<file path="src/hdl/xxfc_pkg.sv">
// shared types, constants and codes for the xon/xoff flow controller
package xxfc_pkg;

    // counter width of the received byte count path
    localparam int COUNT_BITS = 16;

    // width of the byte count fields on the ports
    localparam int BYTE_W    = 16;
    localparam int BYTE_BITS = (COUNT_BITS < BYTE_W) ? COUNT_BITS : BYTE_W;
    localparam logic [BYTE_W-1:0] BYTE_MASK = BYTE_W'((33'd1 << BYTE_BITS) - 33'd1);

    localparam int QUEUE_W  = 8;
    localparam int THRESH_W = 9;
    localparam int CHAR_W   = 8;
    localparam int REQ_W    = 2;
    localparam int CFG_ADDR_W = 3;
    localparam int CFG_DATA_W = 16;

    localparam logic [CHAR_W-1:0] CH_XON         = 8'h11;
    localparam logic [CHAR_W-1:0] CH_XOFF        = 8'h13;
    localparam logic [CHAR_W-1:0] SEVEN_BIT_MASK = 8'h7F;

    // request codes
    localparam logic [REQ_W-1:0] REQ_CHECK  = 2'd0;
    localparam logic [REQ_W-1:0] REQ_FLUSH  = 2'd1;
    localparam logic [REQ_W-1:0] REQ_RXCHAR = 2'd2;

    // configuration register indexes
    localparam logic [CFG_ADDR_W-1:0] CFG_FLOW_ENABLE = 3'd0;
    localparam logic [CFG_ADDR_W-1:0] CFG_QUEUE_HIGH  = 3'd1;
    localparam logic [CFG_ADDR_W-1:0] CFG_QUEUE_LOW   = 3'd2;
    localparam logic [CFG_ADDR_W-1:0] CFG_BYTE_HIGH   = 3'd3;
    localparam logic [CFG_ADDR_W-1:0] CFG_BYTE_LOW    = 3'd4;
    localparam logic [CFG_ADDR_W-1:0] CFG_RESEND_GAP  = 3'd5;

    // configuration reset values
    localparam logic [THRESH_W-1:0] QUEUE_HIGH_RST = 9'd8;
    localparam logic [THRESH_W-1:0] QUEUE_LOW_RST  = 9'd2;
    localparam logic [BYTE_W-1:0]   BYTE_HIGH_RST  = 16'd1024;
    localparam logic [BYTE_W-1:0]   BYTE_LOW_RST   = 16'd256;
    localparam logic [BYTE_W-1:0]   RESEND_GAP_RST = 16'd100;

    typedef struct packed {
        logic                flow_enable;
        logic [THRESH_W-1:0] queue_high;
        logic [THRESH_W-1:0] queue_low;
        logic [BYTE_W-1:0]   byte_high;
        logic [BYTE_W-1:0]   byte_low;
        logic [BYTE_W-1:0]   resend_gap;
    } flow_cfg_t;

    typedef struct packed {
        logic [REQ_W-1:0]   req_type;
        logic [QUEUE_W-1:0] in_queue_count;
        logic [QUEUE_W-1:0] out_queue_count;
        logic [BYTE_W-1:0]  in_byte_count;
        logic [CHAR_W-1:0]  rx_char;
    } flow_req_t;

    typedef struct packed {
        logic              sent_xoff;
        logic [BYTE_W-1:0] xoff_mark;
        logic              peer_hold;
    } flow_state_t;

    typedef struct packed {
        logic              send_valid;
        logic [CHAR_W-1:0] send_char;
        logic              char_eaten;
        logic              output_allowed;
        logic              remote_held;
    } flow_result_t;

endpackage

</file>
<file path="src/hdl/xxfc_decide.sv">
// single pass decision logic: thresholds, resend and partner character handling
module xxfc_decide (
    input  xxfc_pkg::flow_cfg_t    cfg,
    input  xxfc_pkg::flow_state_t  state_cur,
    input  xxfc_pkg::flow_req_t    req,
    output xxfc_pkg::flow_state_t  state_new,
    output xxfc_pkg::flow_result_t result
);
    import xxfc_pkg::*;

    logic [THRESH_W-1:0] queued;
    logic [BYTE_W-1:0]   bytes;
    logic [BYTE_W:0]     resend_point;
    logic [CHAR_W-1:0]   rxc;
    logic                over_high;
    logic                under_low;

    assign queued       = THRESH_W'(req.in_queue_count) + THRESH_W'(req.out_queue_count);
    assign bytes        = req.in_byte_count & BYTE_MASK;
    assign resend_point = {1'b0, state_cur.xoff_mark} + {1'b0, cfg.resend_gap};
    assign rxc          = req.rx_char & SEVEN_BIT_MASK;
    assign over_high    = (queued >= cfg.queue_high) || (bytes >= cfg.byte_high);
    assign under_low    = (queued < cfg.queue_low) && (bytes < cfg.byte_low);

    logic              send_valid;
    logic [CHAR_W-1:0] send_char;
    logic              eaten;

    always_comb begin
        state_new  = state_cur;
        send_valid = 1'b0;
        send_char  = '0;
        eaten      = 1'b0;
        if (cfg.flow_enable) begin
            unique case (req.req_type)
                REQ_CHECK, REQ_FLUSH: begin
                    if (!state_cur.sent_xoff) begin
                        if (over_high) begin
                            state_new.sent_xoff = 1'b1;
                            state_new.xoff_mark = bytes;
                            send_valid          = 1'b1;
                            send_char           = CH_XOFF;
                        end
                    end else if ((req.req_type == REQ_FLUSH) || under_low) begin
                        state_new.sent_xoff = 1'b0;
                        state_new.xoff_mark = '0;
                        send_valid          = 1'b1;
                        send_char           = CH_XON;
                    end else if ({1'b0, bytes} > resend_point) begin
                        state_new.xoff_mark = bytes;
                        send_valid          = 1'b1;
                        send_char           = CH_XOFF;
                    end
                end
                REQ_RXCHAR: begin
                    if (state_cur.peer_hold && (rxc == CH_XON)) begin
                        state_new.peer_hold = 1'b0;
                        eaten               = 1'b1;
                    end
                    if (rxc == CH_XOFF) begin
                        state_new.peer_hold = 1'b1;
                        eaten               = 1'b1;
                    end
                end
                default: begin
                    // unused request code leaves everything alone
                end
            endcase
        end
    end

    always_comb begin
        result.send_valid     = send_valid;
        result.send_char      = send_char;
        result.char_eaten     = eaten;
        result.output_allowed = !state_new.peer_hold;
        result.remote_held    = state_new.sent_xoff;
    end

endmodule

</file>
<file path="src/hdl/xon_xoff_flow_controller.sv">
// top level of the xon/xoff flow controller: ports, config, pipeline and state
//
//  channel   direction  handshake            payload
//  s_        in         s_tvalid / s_tready  s_tuser req_type, s_tdata counts and rx char
//  m_        out        m_tvalid / m_tready  m_tdata send flag, char and status flags
//  cfg_      in         cfg_wr_en            cfg_addr index, cfg_wdata value
//
// one transaction per clock while m_tready is high; input register then result
// register, the decision logic sits between them and updates the flow state as the
// transaction moves into the result register
// aresetn is synchronous, active low: clears both valid flags, the flow state and
// loads the configuration reset values
// a stalled result holds in the result register while the input register still takes
// one more transaction; s_tready drops only when both are full
module xon_xoff_flow_controller (
    input  logic                            aclk,
    input  logic                            aresetn,
    // configuration write port
    input  logic                            cfg_wr_en,
    input  logic [xxfc_pkg::CFG_ADDR_W-1:0] cfg_addr,
    input  logic [xxfc_pkg::CFG_DATA_W-1:0] cfg_wdata,
    // event stream in
    input  logic                            s_tvalid,
    output logic                            s_tready,
    // [1:0] req_type
    input  logic [1:0]                      s_tuser,
    // [7:0] in_queue_count, [15:8] out_queue_count, [31:16] in_byte_count,
    // [39:32] rx_char
    input  logic [39:0]                     s_tdata,
    // result stream out
    output logic                            m_tvalid,
    input  logic                            m_tready,
    // [0] send_valid, [8:1] send_char, [9] char_eaten, [10] output_allowed,
    // [11] remote_held, [15:12] zero
    output logic [15:0]                     m_tdata
);
    import xxfc_pkg::*;

    // configuration registers
    flow_cfg_t cfg_reg, cfg_next;

    always_comb begin
        cfg_next = cfg_reg;
        if (cfg_wr_en) begin
            unique case (cfg_addr)
                CFG_FLOW_ENABLE: cfg_next.flow_enable = cfg_wdata[0];
                CFG_QUEUE_HIGH:  cfg_next.queue_high  = cfg_wdata[THRESH_W-1:0];
                CFG_QUEUE_LOW:   cfg_next.queue_low   = cfg_wdata[THRESH_W-1:0];
                CFG_BYTE_HIGH:   cfg_next.byte_high   = cfg_wdata[BYTE_W-1:0];
                CFG_BYTE_LOW:    cfg_next.byte_low    = cfg_wdata[BYTE_W-1:0];
                CFG_RESEND_GAP:  cfg_next.resend_gap  = cfg_wdata[BYTE_W-1:0];
                default: begin
                    // writes beyond the register list are dropped
                end
            endcase
        end
    end

    always_ff @(posedge aclk) begin
        if (!aresetn) begin
            cfg_reg.flow_enable <= 1'b0;
            cfg_reg.queue_high  <= QUEUE_HIGH_RST;
            cfg_reg.queue_low   <= QUEUE_LOW_RST;
            cfg_reg.byte_high   <= BYTE_HIGH_RST;
            cfg_reg.byte_low    <= BYTE_LOW_RST;
            cfg_reg.resend_gap  <= RESEND_GAP_RST;
        end else begin
            cfg_reg <= cfg_next;
        end
    end

    // input register
    logic      in_valid_reg, in_valid_next;
    flow_req_t in_req_reg, in_req_next;
    logic      s_take;
    logic      out_load;

    // result register
    logic         out_valid_reg, out_valid_next;
    flow_result_t out_res_reg, out_res_next;

    // flow state
    flow_state_t state_reg, state_next;
    flow_state_t state_dec;
    flow_result_t res_dec;

    // result register frees when empty or when its transaction is taken this cycle
    assign out_load = in_valid_reg && (!out_valid_reg || m_tready);
    assign s_tready = !in_valid_reg || out_load;
    assign s_take   = s_tvalid && s_tready;

    xxfc_decide u_decide (
        .cfg       (cfg_reg),
        .state_cur (state_reg),
        .req       (in_req_reg),
        .state_new (state_dec),
        .result    (res_dec)
    );

    always_comb begin
        in_valid_next = in_valid_reg;
        in_req_next   = in_req_reg;
        if (s_take) begin
            in_valid_next               = 1'b1;
            in_req_next.req_type        = s_tuser;
            in_req_next.in_queue_count  = s_tdata[7:0];
            in_req_next.out_queue_count = s_tdata[15:8];
            in_req_next.in_byte_count   = s_tdata[31:16];
            in_req_next.rx_char         = s_tdata[39:32];
        end else if (out_load) begin
            in_valid_next = 1'b0;
        end
    end

    always_comb begin
        out_valid_next = out_valid_reg;
        out_res_next   = out_res_reg;
        state_next     = state_reg;
        if (out_load) begin
            // state moves on exactly once per transaction, in arrival order
            out_valid_next = 1'b1;
            out_res_next   = res_dec;
            state_next     = state_dec;
        end else if (m_tready) begin
            out_valid_next = 1'b0;
        end
    end

    always_ff @(posedge aclk) begin
        if (!aresetn) begin
            in_valid_reg  <= 1'b0;
            out_valid_reg <= 1'b0;
            state_reg     <= '0;
        end else begin
            in_valid_reg  <= in_valid_next;
            out_valid_reg <= out_valid_next;
            state_reg     <= state_next;
        end
    end

    // payload registers carry no reset
    always_ff @(posedge aclk) begin
        in_req_reg  <= in_req_next;
        out_res_reg <= out_res_next;
    end

    assign m_tvalid = out_valid_reg;
    assign m_tdata  = {4'b0000,
                       out_res_reg.remote_held,
                       out_res_reg.output_allowed,
                       out_res_reg.char_eaten,
                       out_res_reg.send_char,
                       out_res_reg.send_valid};

`ifndef SYNTHESIS
    // a requested flow character is always xon or xoff
    a_send_char_code: assert property (@(posedge aclk) disable iff (!aresetn)
        (m_tvalid && out_res_reg.send_valid) |->
            ((out_res_reg.send_char == CH_XON) || (out_res_reg.send_char == CH_XOFF)))
        else $error("send_char is neither xon nor xoff");

    // the xoff mark is only kept while the partner is held
    a_mark_clear: assert property (@(posedge aclk) disable iff (!aresetn)
        !state_reg.sent_xoff |-> (state_reg.xoff_mark == '0))
        else $error("xoff_mark set while no xoff outstanding");

    // with flow control disabled the flow state does not move
    a_disabled_frozen: assert property (@(posedge aclk) disable iff (!aresetn)
        !cfg_reg.flow_enable |=> ($stable(state_reg.sent_xoff) && $stable(state_reg.peer_hold)
                                  && $stable(state_reg.xoff_mark)))
        else $error("flow state changed while disabled");

    // a consumed partner character never asks for a send in the same result
    a_eaten_no_send: assert property (@(posedge aclk) disable iff (!aresetn)
        (m_tvalid && out_res_reg.char_eaten) |-> !out_res_reg.send_valid)
        else $error("eaten character result also requests a send");

    // the result register is not overwritten while a stalled result waits
    a_no_overwrite: assert property (@(posedge aclk) disable iff (!aresetn)
        (out_valid_reg && !m_tready) |-> !out_load)
        else $error("stalled result overwritten");
`endif

endmodule
</file>
<file path="config.mk">
export PLATFORM = sky130hd
export DESIGN_NAME = xon_xoff_flow_controller
export DESIGN_NICKNAME = d
export VERILOG_FILES = /design/src/hdl/xxfc_pkg.sv /design/src/hdl/xxfc_decide.sv /design/src/hdl/xon_xoff_flow_controller.sv
export SDC_FILE = /design/constraint.sdc
export NUM_CORES = 1
export LEC_CHECK = 0
export BUFFER_PORTS_ARGS = -buffer_cell sky130_fd_sc_hd__clkbuf_2
export CORE_MARGIN = 5
export CORE_UTILIZATION = 30
export CTS_BUF_LIST = sky130_fd_sc_hd__clkbuf_8
export CTS_CLUSTER_DIAMETER = 50
export CTS_CLUSTER_SIZE = 10
export DETAILED_ROUTE_END_ITERATION = 6
export GPL_TIMING_DRIVEN = 0
export MAX_ROUTING_LAYER = met4
export PLACE_DENSITY = 0.54
export SYNTH_ARGS = -nofsm -noshare
export SYNTH_HDL_FRONTEND = slang
export SYNTH_SLANG_ARGS = --single-unit
</file>
<file path="constraint.sdc">
create_clock -name aclk -period 4.34 [get_ports aclk]
set_input_delay 0.651 -clock aclk [delete_from_list [all_inputs] [get_ports aclk]]
set_output_delay 0.651 -clock aclk [all_outputs]
set_load 0.01 [all_outputs]
</file>
# [After elaboration in Yosys (flattened, before gate mapping)]
# Index checks and enable logic that the tools add are counted.
[word_totals] output_inout_bits=18 input_bits=66 elab_cells=88 regBits=140
[op_classes] n_mux=24 n_lt_le_gt_ge=5 eq_ne=10 reduce_logical=26 add_sub_neg=2
[op_table] cell="2-to-1 mux 17 bit" count=3
[op_table] cell="2-to-1 mux 16 bit" count=2
[op_table] cell="2-to-1 mux 18 bit" count=1
[op_table] cell="adder 16 x 16 -> 17 bit" count=1
[op_table] cell="> comparator 16 x 17 -> 1 bit" count=1
[op_table] cell=">= comparator 16 bit" count=1
[op_table] cell="< comparator 16 bit" count=1
[op_table] cell="AND reduction 2 bit" count=8
[op_table] cell="2-to-1 mux 5 bit" count=3
[op_table] cell="equality test 7 x 5 -> 1 bit, second input constant" count=2
[op_table] cell="2-to-1 mux 1 bit" count=14
[op_table] cell="adder 8 x 8 -> 9 bit" count=1
[op_table] cell=">= comparator 9 bit" count=1
[op_table] cell="< comparator 9 bit" count=1
[op_table] cell="2-to-1 mux 8 bit" count=1
[op_table] cell="equality test 3 x 2 -> 1 bit, second input constant" count=2
[op_table] cell="equality test 3 bit, second input constant" count=2
[op_table] cell="nonzero test 2 bit" count=3
[op_table] cell="AND reduction 5 bit" count=1
[op_table] cell="logical AND 1 bit" count=4
[op_table] cell="logical OR 1 bit" count=4
[op_table] cell="equality test 3 x 1 -> 1 bit, second input constant" count=1
[op_table] cell="logical NOT 1 bit" count=3
[op_table] cell="logical NOT 3 bit" count=1
[op_table] cell="other kinds (5)" count=5

# [Longest topological paths before layout]
[logic_depth] word_depth=9 ltp_mapped=18 depth_no_buf=17

# [By module]
# From an unflattened synthesis, not the netlist that was laid out.
[hier_totals] hier_cells=783 hier_area_um2=7689.9
[modules_own_cells] module="xon_xoff_flow_controller" area_per_inst_um2=4738.3 cells_each=393 instances=1 seq_area_each_um2=3363.2
[modules_own_cells] module="xxfc_decide" area_per_inst_um2=2951.6 cells_each=390 instances=1 seq_area_each_um2=0.0

# [Least setup slack after synthesis]
# No wires, ideal clock.
[synth_path] kind="register to register" start="register cfg_reg[0] in the netlist's numbering" end="register out_res_reg, in the netlist m_tdata[2] (data pin)" period_less_slack_ns=3.823 slack_ns=0.517 path_buffers=1 setup_ns=0.254 t_arrival_ns=3.569 path_stages_with_launch=17 required_time_ns=4.086 cell_sequence="dfxtp_1 > ha_1 > fa_1 > a211oi_1 > o21a_1 > o311ai_4 > a21oi_1 > o21ai_0 > xnor2_1 > ha_1 > a2111oi_0 > o21ai_0 > a211o_1 > and4_4 > a22oi_4 > buf_8 > nor2_1"
[synth_via] elab_chain_len=5
[synth_rtl] element="from (decl)" line="xon_xoff_flow_controller.sv:40" text="flow_cfg_t cfg_reg, cfg_next;"
[synth_rtl] element="from (signal assigned)" line="xon_xoff_flow_controller.sv:68" text="cfg_reg <= cfg_next;"
[synth_rtl] element="adder 16 x 16 -> 17 bit" line="xxfc_decide.sv:20" text="assign resend_point = {1'b0, state_cur.xoff_mark} + {1'b0, cfg.resend_gap};"
[synth_rtl] element="> comparator 16 x 17 -> 1 bit" line="xxfc_decide.sv:49" text="end else if ({1'b0, bytes} > resend_point) begin"
[synth_rtl] element="2-to-1 mux 5 bit" line="xxfc_decide.sv:49"
[synth_rtl] element="2-to-1 mux 5 bit" line="xxfc_decide.sv:44" text="end else if ((req.req_type == REQ_FLUSH) || under_low) begin"
[synth_rtl] element="2-to-1 mux 8 bit" line="xxfc_decide.sv:37" text="if (!state_cur.sent_xoff) begin"
[synth_rtl] element="to (signal assigned)" line="xon_xoff_flow_controller.sv:144" text="out_res_reg <= out_res_next;"
[synth_rtl] element="to (decl)" line="xon_xoff_flow_controller.sv:80" text="flow_result_t out_res_reg, out_res_next;"
# No other way between the ends.
# A chain may end at the register's enable or synchronous reset.

# [Final worst setup path]
[layout_path] start="register in_req_reg[24] in the netlist's numbering" end="register out_res_reg, in the netlist m_tdata[2] (data pin)"
[layout_via] elab_chain_len=6 elab_cells_between_ends=9 classes_between="1 x add/sub; 2 x order compare; 3 x mux; 3 x reduce/logical"
[layout_rtl] element="from (decl)" line="xon_xoff_flow_controller.sv:74" text="flow_req_t in_req_reg, in_req_next;"
[layout_rtl] element="from (signal assigned)" line="xon_xoff_flow_controller.sv:143" text="in_req_reg <= in_req_next;"
[layout_rtl] element="adder 8 x 8 -> 9 bit (*)" line="xxfc_decide.sv:18" text="assign queued = THRESH_W'(req.in_queue_count) + THRESH_W'(req.out_queue_count);"
[layout_rtl] element="< comparator 9 bit" line="xxfc_decide.sv:23" text="assign under_low = (queued < cfg.queue_low) && (bytes < cfg.byte_low);"
[layout_rtl] element="logical AND 1 bit" line="xxfc_decide.sv:23"
[layout_rtl] element="logical OR 1 bit" line="xxfc_decide.sv:44"
[layout_rtl] element="2-to-1 mux 5 bit" line="xxfc_decide.sv:44"
[layout_rtl] element="2-to-1 mux 8 bit (*)" line="xxfc_decide.sv:37"
# Every way passes the cells marked *; elsewhere a longest branch is shown, timed or not.

==> metrics.txt <==
# TYPE chip_impl_metric gauge
chip_impl_info{name="status",value="finished, final reports clean"} 1
chip_impl_metric{name="worst-path-buf-inv",unit=""} 1
chip_impl_metric{name="warnings_from_yosys",unit=""} 0
chip_impl_info{name="rr_startpoint",value="in_req_reg[24]$_DFFE_PP_"} 1
chip_impl_metric{name="ctsHoldBuffers",unit=""} 0
chip_impl_metric{name="number_of_enable_flip_flop_cells_after_synthesis",unit=""} 46
chip_impl_metric{name="synth_compound_area_frac",unit=""} 0.168
chip_impl_metric{name="pwr_density_cell",unit="nW/um^2"} 329
chip_impl_metric{name="finalHoldViolations",unit=""} 0
chip_impl_metric{name="clock_path_buffers",unit=""} 2
chip_impl_info{name="highest_count_cells_in_the_layout_ignoring_fill_and_taps",value="143 x nand2_1, 90 x a21oi_1, 88 x ha_1"} 1
chip_impl_info{name="synth_area_leader_cell",value="dfxtp_1"} 1
chip_impl_metric{name="placed_cells",unit=""} 1203
chip_impl_metric{name="vias",unit=""} 5791
chip_impl_info{name="tritoncts",value="built"} 1
chip_impl_metric{name="finalCriticalPeriod",unit="ps"} 4070
chip_impl_metric{name="r2r_setup_slack",unit="ps"} 270
chip_impl_info{name="worst_setup_path_end_kind",value="flip-flop"} 1
chip_impl_metric{name="post_synth_inst_count",unit=""} 798
chip_impl_metric{name="timing.critical_path.slowest_cell_delay",unit="ps"} 410
chip_impl_info{name="startpoint_types",value="flip-flop"} 1
chip_impl_metric{name="synth_xor_area_frac",unit=""} 0.0202
chip_impl_metric{name="vdd.ir_drop.worst",unit="mV"} 0.160
chip_impl_metric{name="cp.arrival",unit="ps"} 4270
chip_impl_metric{name="worst_slew_pin_slew",unit="ps"} 741
chip_impl_metric{name="die_height",unit="um"} 167
chip_impl_metric{name="global_route.usage.total",unit=""} 0.142
chip_impl_metric{name="floorplan.initialDensity",unit=""} 0.304
chip_impl_info{name="cp-endpoint",value="m_tdata[2]$_SDFFCE_PN0P_"} 1
chip_impl_info{name="dominantRegCellSynth",value="dfxtp_1"} 1
chip_impl_info{name="reg2reg_to",value="m_tdata[2]$_SDFFCE_PN0P_"} 1
chip_impl_metric{name="synthMuxAreaShare",unit=""} 0.00136
chip_impl_info{name="clockRootBuffer",value="clkbuf_8"} 1
chip_impl_metric{name="layout.nets",unit=""} 1056
chip_impl_info{name="synth_area_leaders",value="dfxtp_1 24%, edfxtp_1 19%, ha_1 15%, nand2_1 7.3%, a21oi_1 6.3%"} 1
chip_impl_metric{name="viasPerCell",unit=""} 4.68
chip_impl_metric{name="floorplan.rows",unit=""} 57
chip_impl_metric{name="io_buffers",unit=""} 72
chip_impl_metric{name="layout.area.seq",unit="um^2"} 3120
chip_impl_metric{name="drt_iter0_markers",unit=""} 250
chip_impl_info{name="startpoint",value="in_req_reg[24]$_DFFE_PP_"} 1
chip_impl_metric{name="placeableCoreArea",unit="um^2"} 24200
chip_impl_metric{name="grt_pass1_wl",unit="mm"} 30.4
chip_impl_metric{name="cts-htree-levels",unit=""} 4
chip_impl_metric{name="worst-path-stages",unit=""} 18
chip_impl_info{name="timing.critical_path.slowest_stage_cell",value="fa_1"} 1
chip_impl_metric{name="post-route-drc-count",unit=""} 0
chip_impl_metric{name="synth_area",unit="um^2"} 7360
chip_impl_metric{name="worst_ep_required_time",unit="ps"} 4550
chip_impl_metric{name="gp_congestion",unit=""} 0.863
chip_impl_info{name="crit_type",value="flip-flop to flip-flop"} 1
chip_impl_metric{name="syn-mean-instance-area",unit="um^2"} 9.22
chip_impl_metric{name="r2r_cells",unit=""} 18
chip_impl_info{name="timing.critical_path.max_delay_family",value="compound AO/OA/AOI/OAI gates"} 1
chip_impl_metric{name="largest_register_ffs",unit=""} 67
chip_impl_metric{name="clk_latency",unit="ps"} 440
chip_impl_metric{name="setup_violations",unit=""} 0
chip_impl_metric{name="seq_area_frac_synth",unit=""} 0.424
chip_impl_metric{name="grt_pass1_vias",unit=""} 5770
chip_impl_metric{name="layout.core_utilization",unit=""} 0.356
chip_impl_metric{name="antenna_found_initial",unit=""} 0
chip_impl_metric{name="worst_clock_skew",unit="ps"} 13.5
chip_impl_metric{name="layoutNonFillerInstCount",unit=""} 1237
chip_impl_metric{name="async_reset_ff_frac",unit=""} 0
chip_impl_info{name="hold_path.class",value="primary input to flip-flop"} 1
chip_impl_metric{name="routed_wirelength",unit="mm"} 19.0
chip_impl_info{name="layout.cells.most_common",value="nand2_1"} 1
chip_impl_metric{name="clock_sinks",unit=""} 133
chip_impl_metric{name="leakagePower",unit="nW"} 3.37
chip_impl_metric{name="maxClockFrequency",unit="GHz"} 0.246
chip_impl_metric{name="filler_cell_count",unit=""} 2545
chip_impl_info{name="grt_setup_unrepaired",value="false"} 1
chip_impl_metric{name="floorplan.io_pins",unit=""} 84
chip_impl_metric{name="tritoncts.num_buffers",unit=""} 17
chip_impl_metric{name="drive_gt1_frac",unit=""} 0.172
chip_impl_metric{name="fin_total_pwr",unit="mW"} 2.84
chip_impl_metric{name="pin_count_of_the_biggest_net_entering_global_routing",unit=""} 30
chip_impl_info{name="cp_cell_sequence",value="ha_1, fa_1, a21o_1, a21oi_1, o21bai_1, a21oi_2, nor2b_1, o21ai_0, nand2b_1, ha_1, o21ai_0, a21oi_1, nor4_2, o211ai_2, or2_4, a22oi_4, buf_8, nor2_1"} 1
chip_impl_metric{name="period_share",unit=""} 0.937
chip_impl_metric{name="yosysTopAreaCellShare",unit=""} 0.237
chip_impl_metric{name="synth_cell_type_count",unit=""} 66
chip_impl_metric{name="path_max_fanout",unit=""} 10
chip_impl_info{name="dominant_combinational_cell_family_by_area_after_synthesis",value="compound AO/OA/AOI/OAI gates"} 1
chip_impl_metric{name="fp.dieW",unit="um"} 167
chip_impl_metric{name="drt_pass1_iterations",unit=""} 4
chip_impl_metric{name="grt_residual_overflow",unit=""} 0
chip_impl_metric{name="dp_hpwl",unit="mm"} 14.8
chip_impl_metric{name="max-cap-violations",unit=""} 0
chip_impl_metric{name="multi_input_area",unit="um^2"} 3800
chip_impl_metric{name="post_drt_wl_per_cell",unit="um"} 15.4
chip_impl_metric{name="worst_slew_margin_rel",unit=""} 0.504
chip_impl_metric{name="fp.dieArea",unit="um^2"} 27800
chip_impl_metric{name="clk_pin_slew_worst_paths",unit="ps"} 80
chip_impl_metric{name="synth_fa_ha_area_frac",unit=""} 0.155
chip_impl_metric{name="final-max-slew-violation-count",unit=""} 0
chip_impl_metric{name="n_antenna_cell",unit=""} 0
chip_impl_metric{name="tns",unit="ps"} 0
chip_impl_metric{name="ant_nets",unit=""} 0
chip_impl_metric{name="synthToLayoutAreaGrowth",unit="%"} 17.2
chip_impl_metric{name="ys_seq_elements",unit=""} 133
chip_impl_metric{name="synth_simple_gate_area_frac",unit=""} 0.163
==> timing repair <==
action                     in CTS  in global routing
setup endpoints to repair       1                 17
resized for setup               0                  5
buffers inserted                1                  1
pin swaps                       1                  1
==> worst min path at each step <==
stage / slack [ps] / cells after the start / startpoint / endpoint
final: 380 / 1 / s_tdata[17] / in_req_reg[9]$_DFFE_PP_
after global routing: 350 / 1 / s_tdata[25] / in_req_reg[17]$_DFFE_PP_
after CTS: 340 / 1 / s_tdata[31] / in_req_reg[23]$_DFFE_PP_
after detailed placement: 450 / 2 / cfg_reg[46]$_SDFFE_PN0P_ / cfg_reg[46]$_SDFFE_PN0P_
after global placement: 440 / 2 / cfg_reg[64]$_SDFFE_PN0P_ / cfg_reg[64]$_SDFFE_PN0P_
after floorplan: 440 / 2 / cfg_reg[17]$_SDFFE_PN0P_ / cfg_reg[17]$_SDFFE_PN0P_
==> cell families (layout without fill, tap and decap cells) <==
kind of cell / count (synthesis) / count (layout)
adder cells (fa/ha/maj): 90 / 90
XOR/XNOR: 17 / 17
multiplexers: 1 / 1
buffers and inverters: 113 / 220
other: 1 / 9
flip-flops: 133 / 133
AND/OR/NAND/NOR: 259 / 259
AO/OA/AOI/OAI: 184 / 184
==> power breakdown <==
| group | total [mW] | internal [mW] | leakage [nW] | switching, mW |
|---|---|---|---|---|
| clock network | 1.09 | 0.579 | 0.207 | 0.506 |
| registers | 1.36 | 1.33 | 1.15 | 0.0312 |
| logic | 0.387 | 0.162 | 2.01 | 0.225 |
==> metrics by stage <==
step,hold slack (ps),worst slack (ps),cell area (um^2)
4_1_cts,343,63.5,8590
2_1_floorplan,436,517,7390
3_5_place_dp,447,33.5,8180
6_report,378,271,8620
3_3_place_gp,443,2.84,8160
5_1_grt,347,19.0,8620
==> synth_stat cells, types with 11 or more instances <==
| master | instances |
|---|---|
| a21oi_1 | 92 |
| buf_4 | 12 |
| clkbuf_1 | 17 |
| dfxtp_1 | 87 |
| edfxtp_1 | 46 |
| ha_1 | 88 |
| inv_1 | 76 |
| nand2_1 | 143 |
| nand3_1 | 31 |
| nor2_1 | 22 |
| nor2b_1 | 11 |
| o21ai_0 | 20 |
| o22ai_2 | 11 |
==> routing by layer <==
layer / part of all wire / up-vias / routed length [um] / GRT usage
li1: - / 2981 / - / -
met2: 0.49 / 92 / 9290 / 0.239
met1: 0.45 / 2694 / 8640 / 0.173
met3: 0.035 / 24 / 670 / 0.0268
met5: 0 / - / 0 / -
met4: 0.021 / 0 / 408 / 0.0448
==> layout make-up <==
cell class | count | area share
Sequential cell | 133 | 0.362
Inverter | 77 | 0.0335
Timing Repair Buffer | 75 | 0.0459
Tap cell | 324 | 0.0470
Multi-Input combinational cell | 560 | 0.440
Clock buffer | 18 | 0.0287
Clock inverter | 14 | 0.0189
Buffer | 36 | 0.0234
No activity file was read; power rests on OpenSTA's default activity.
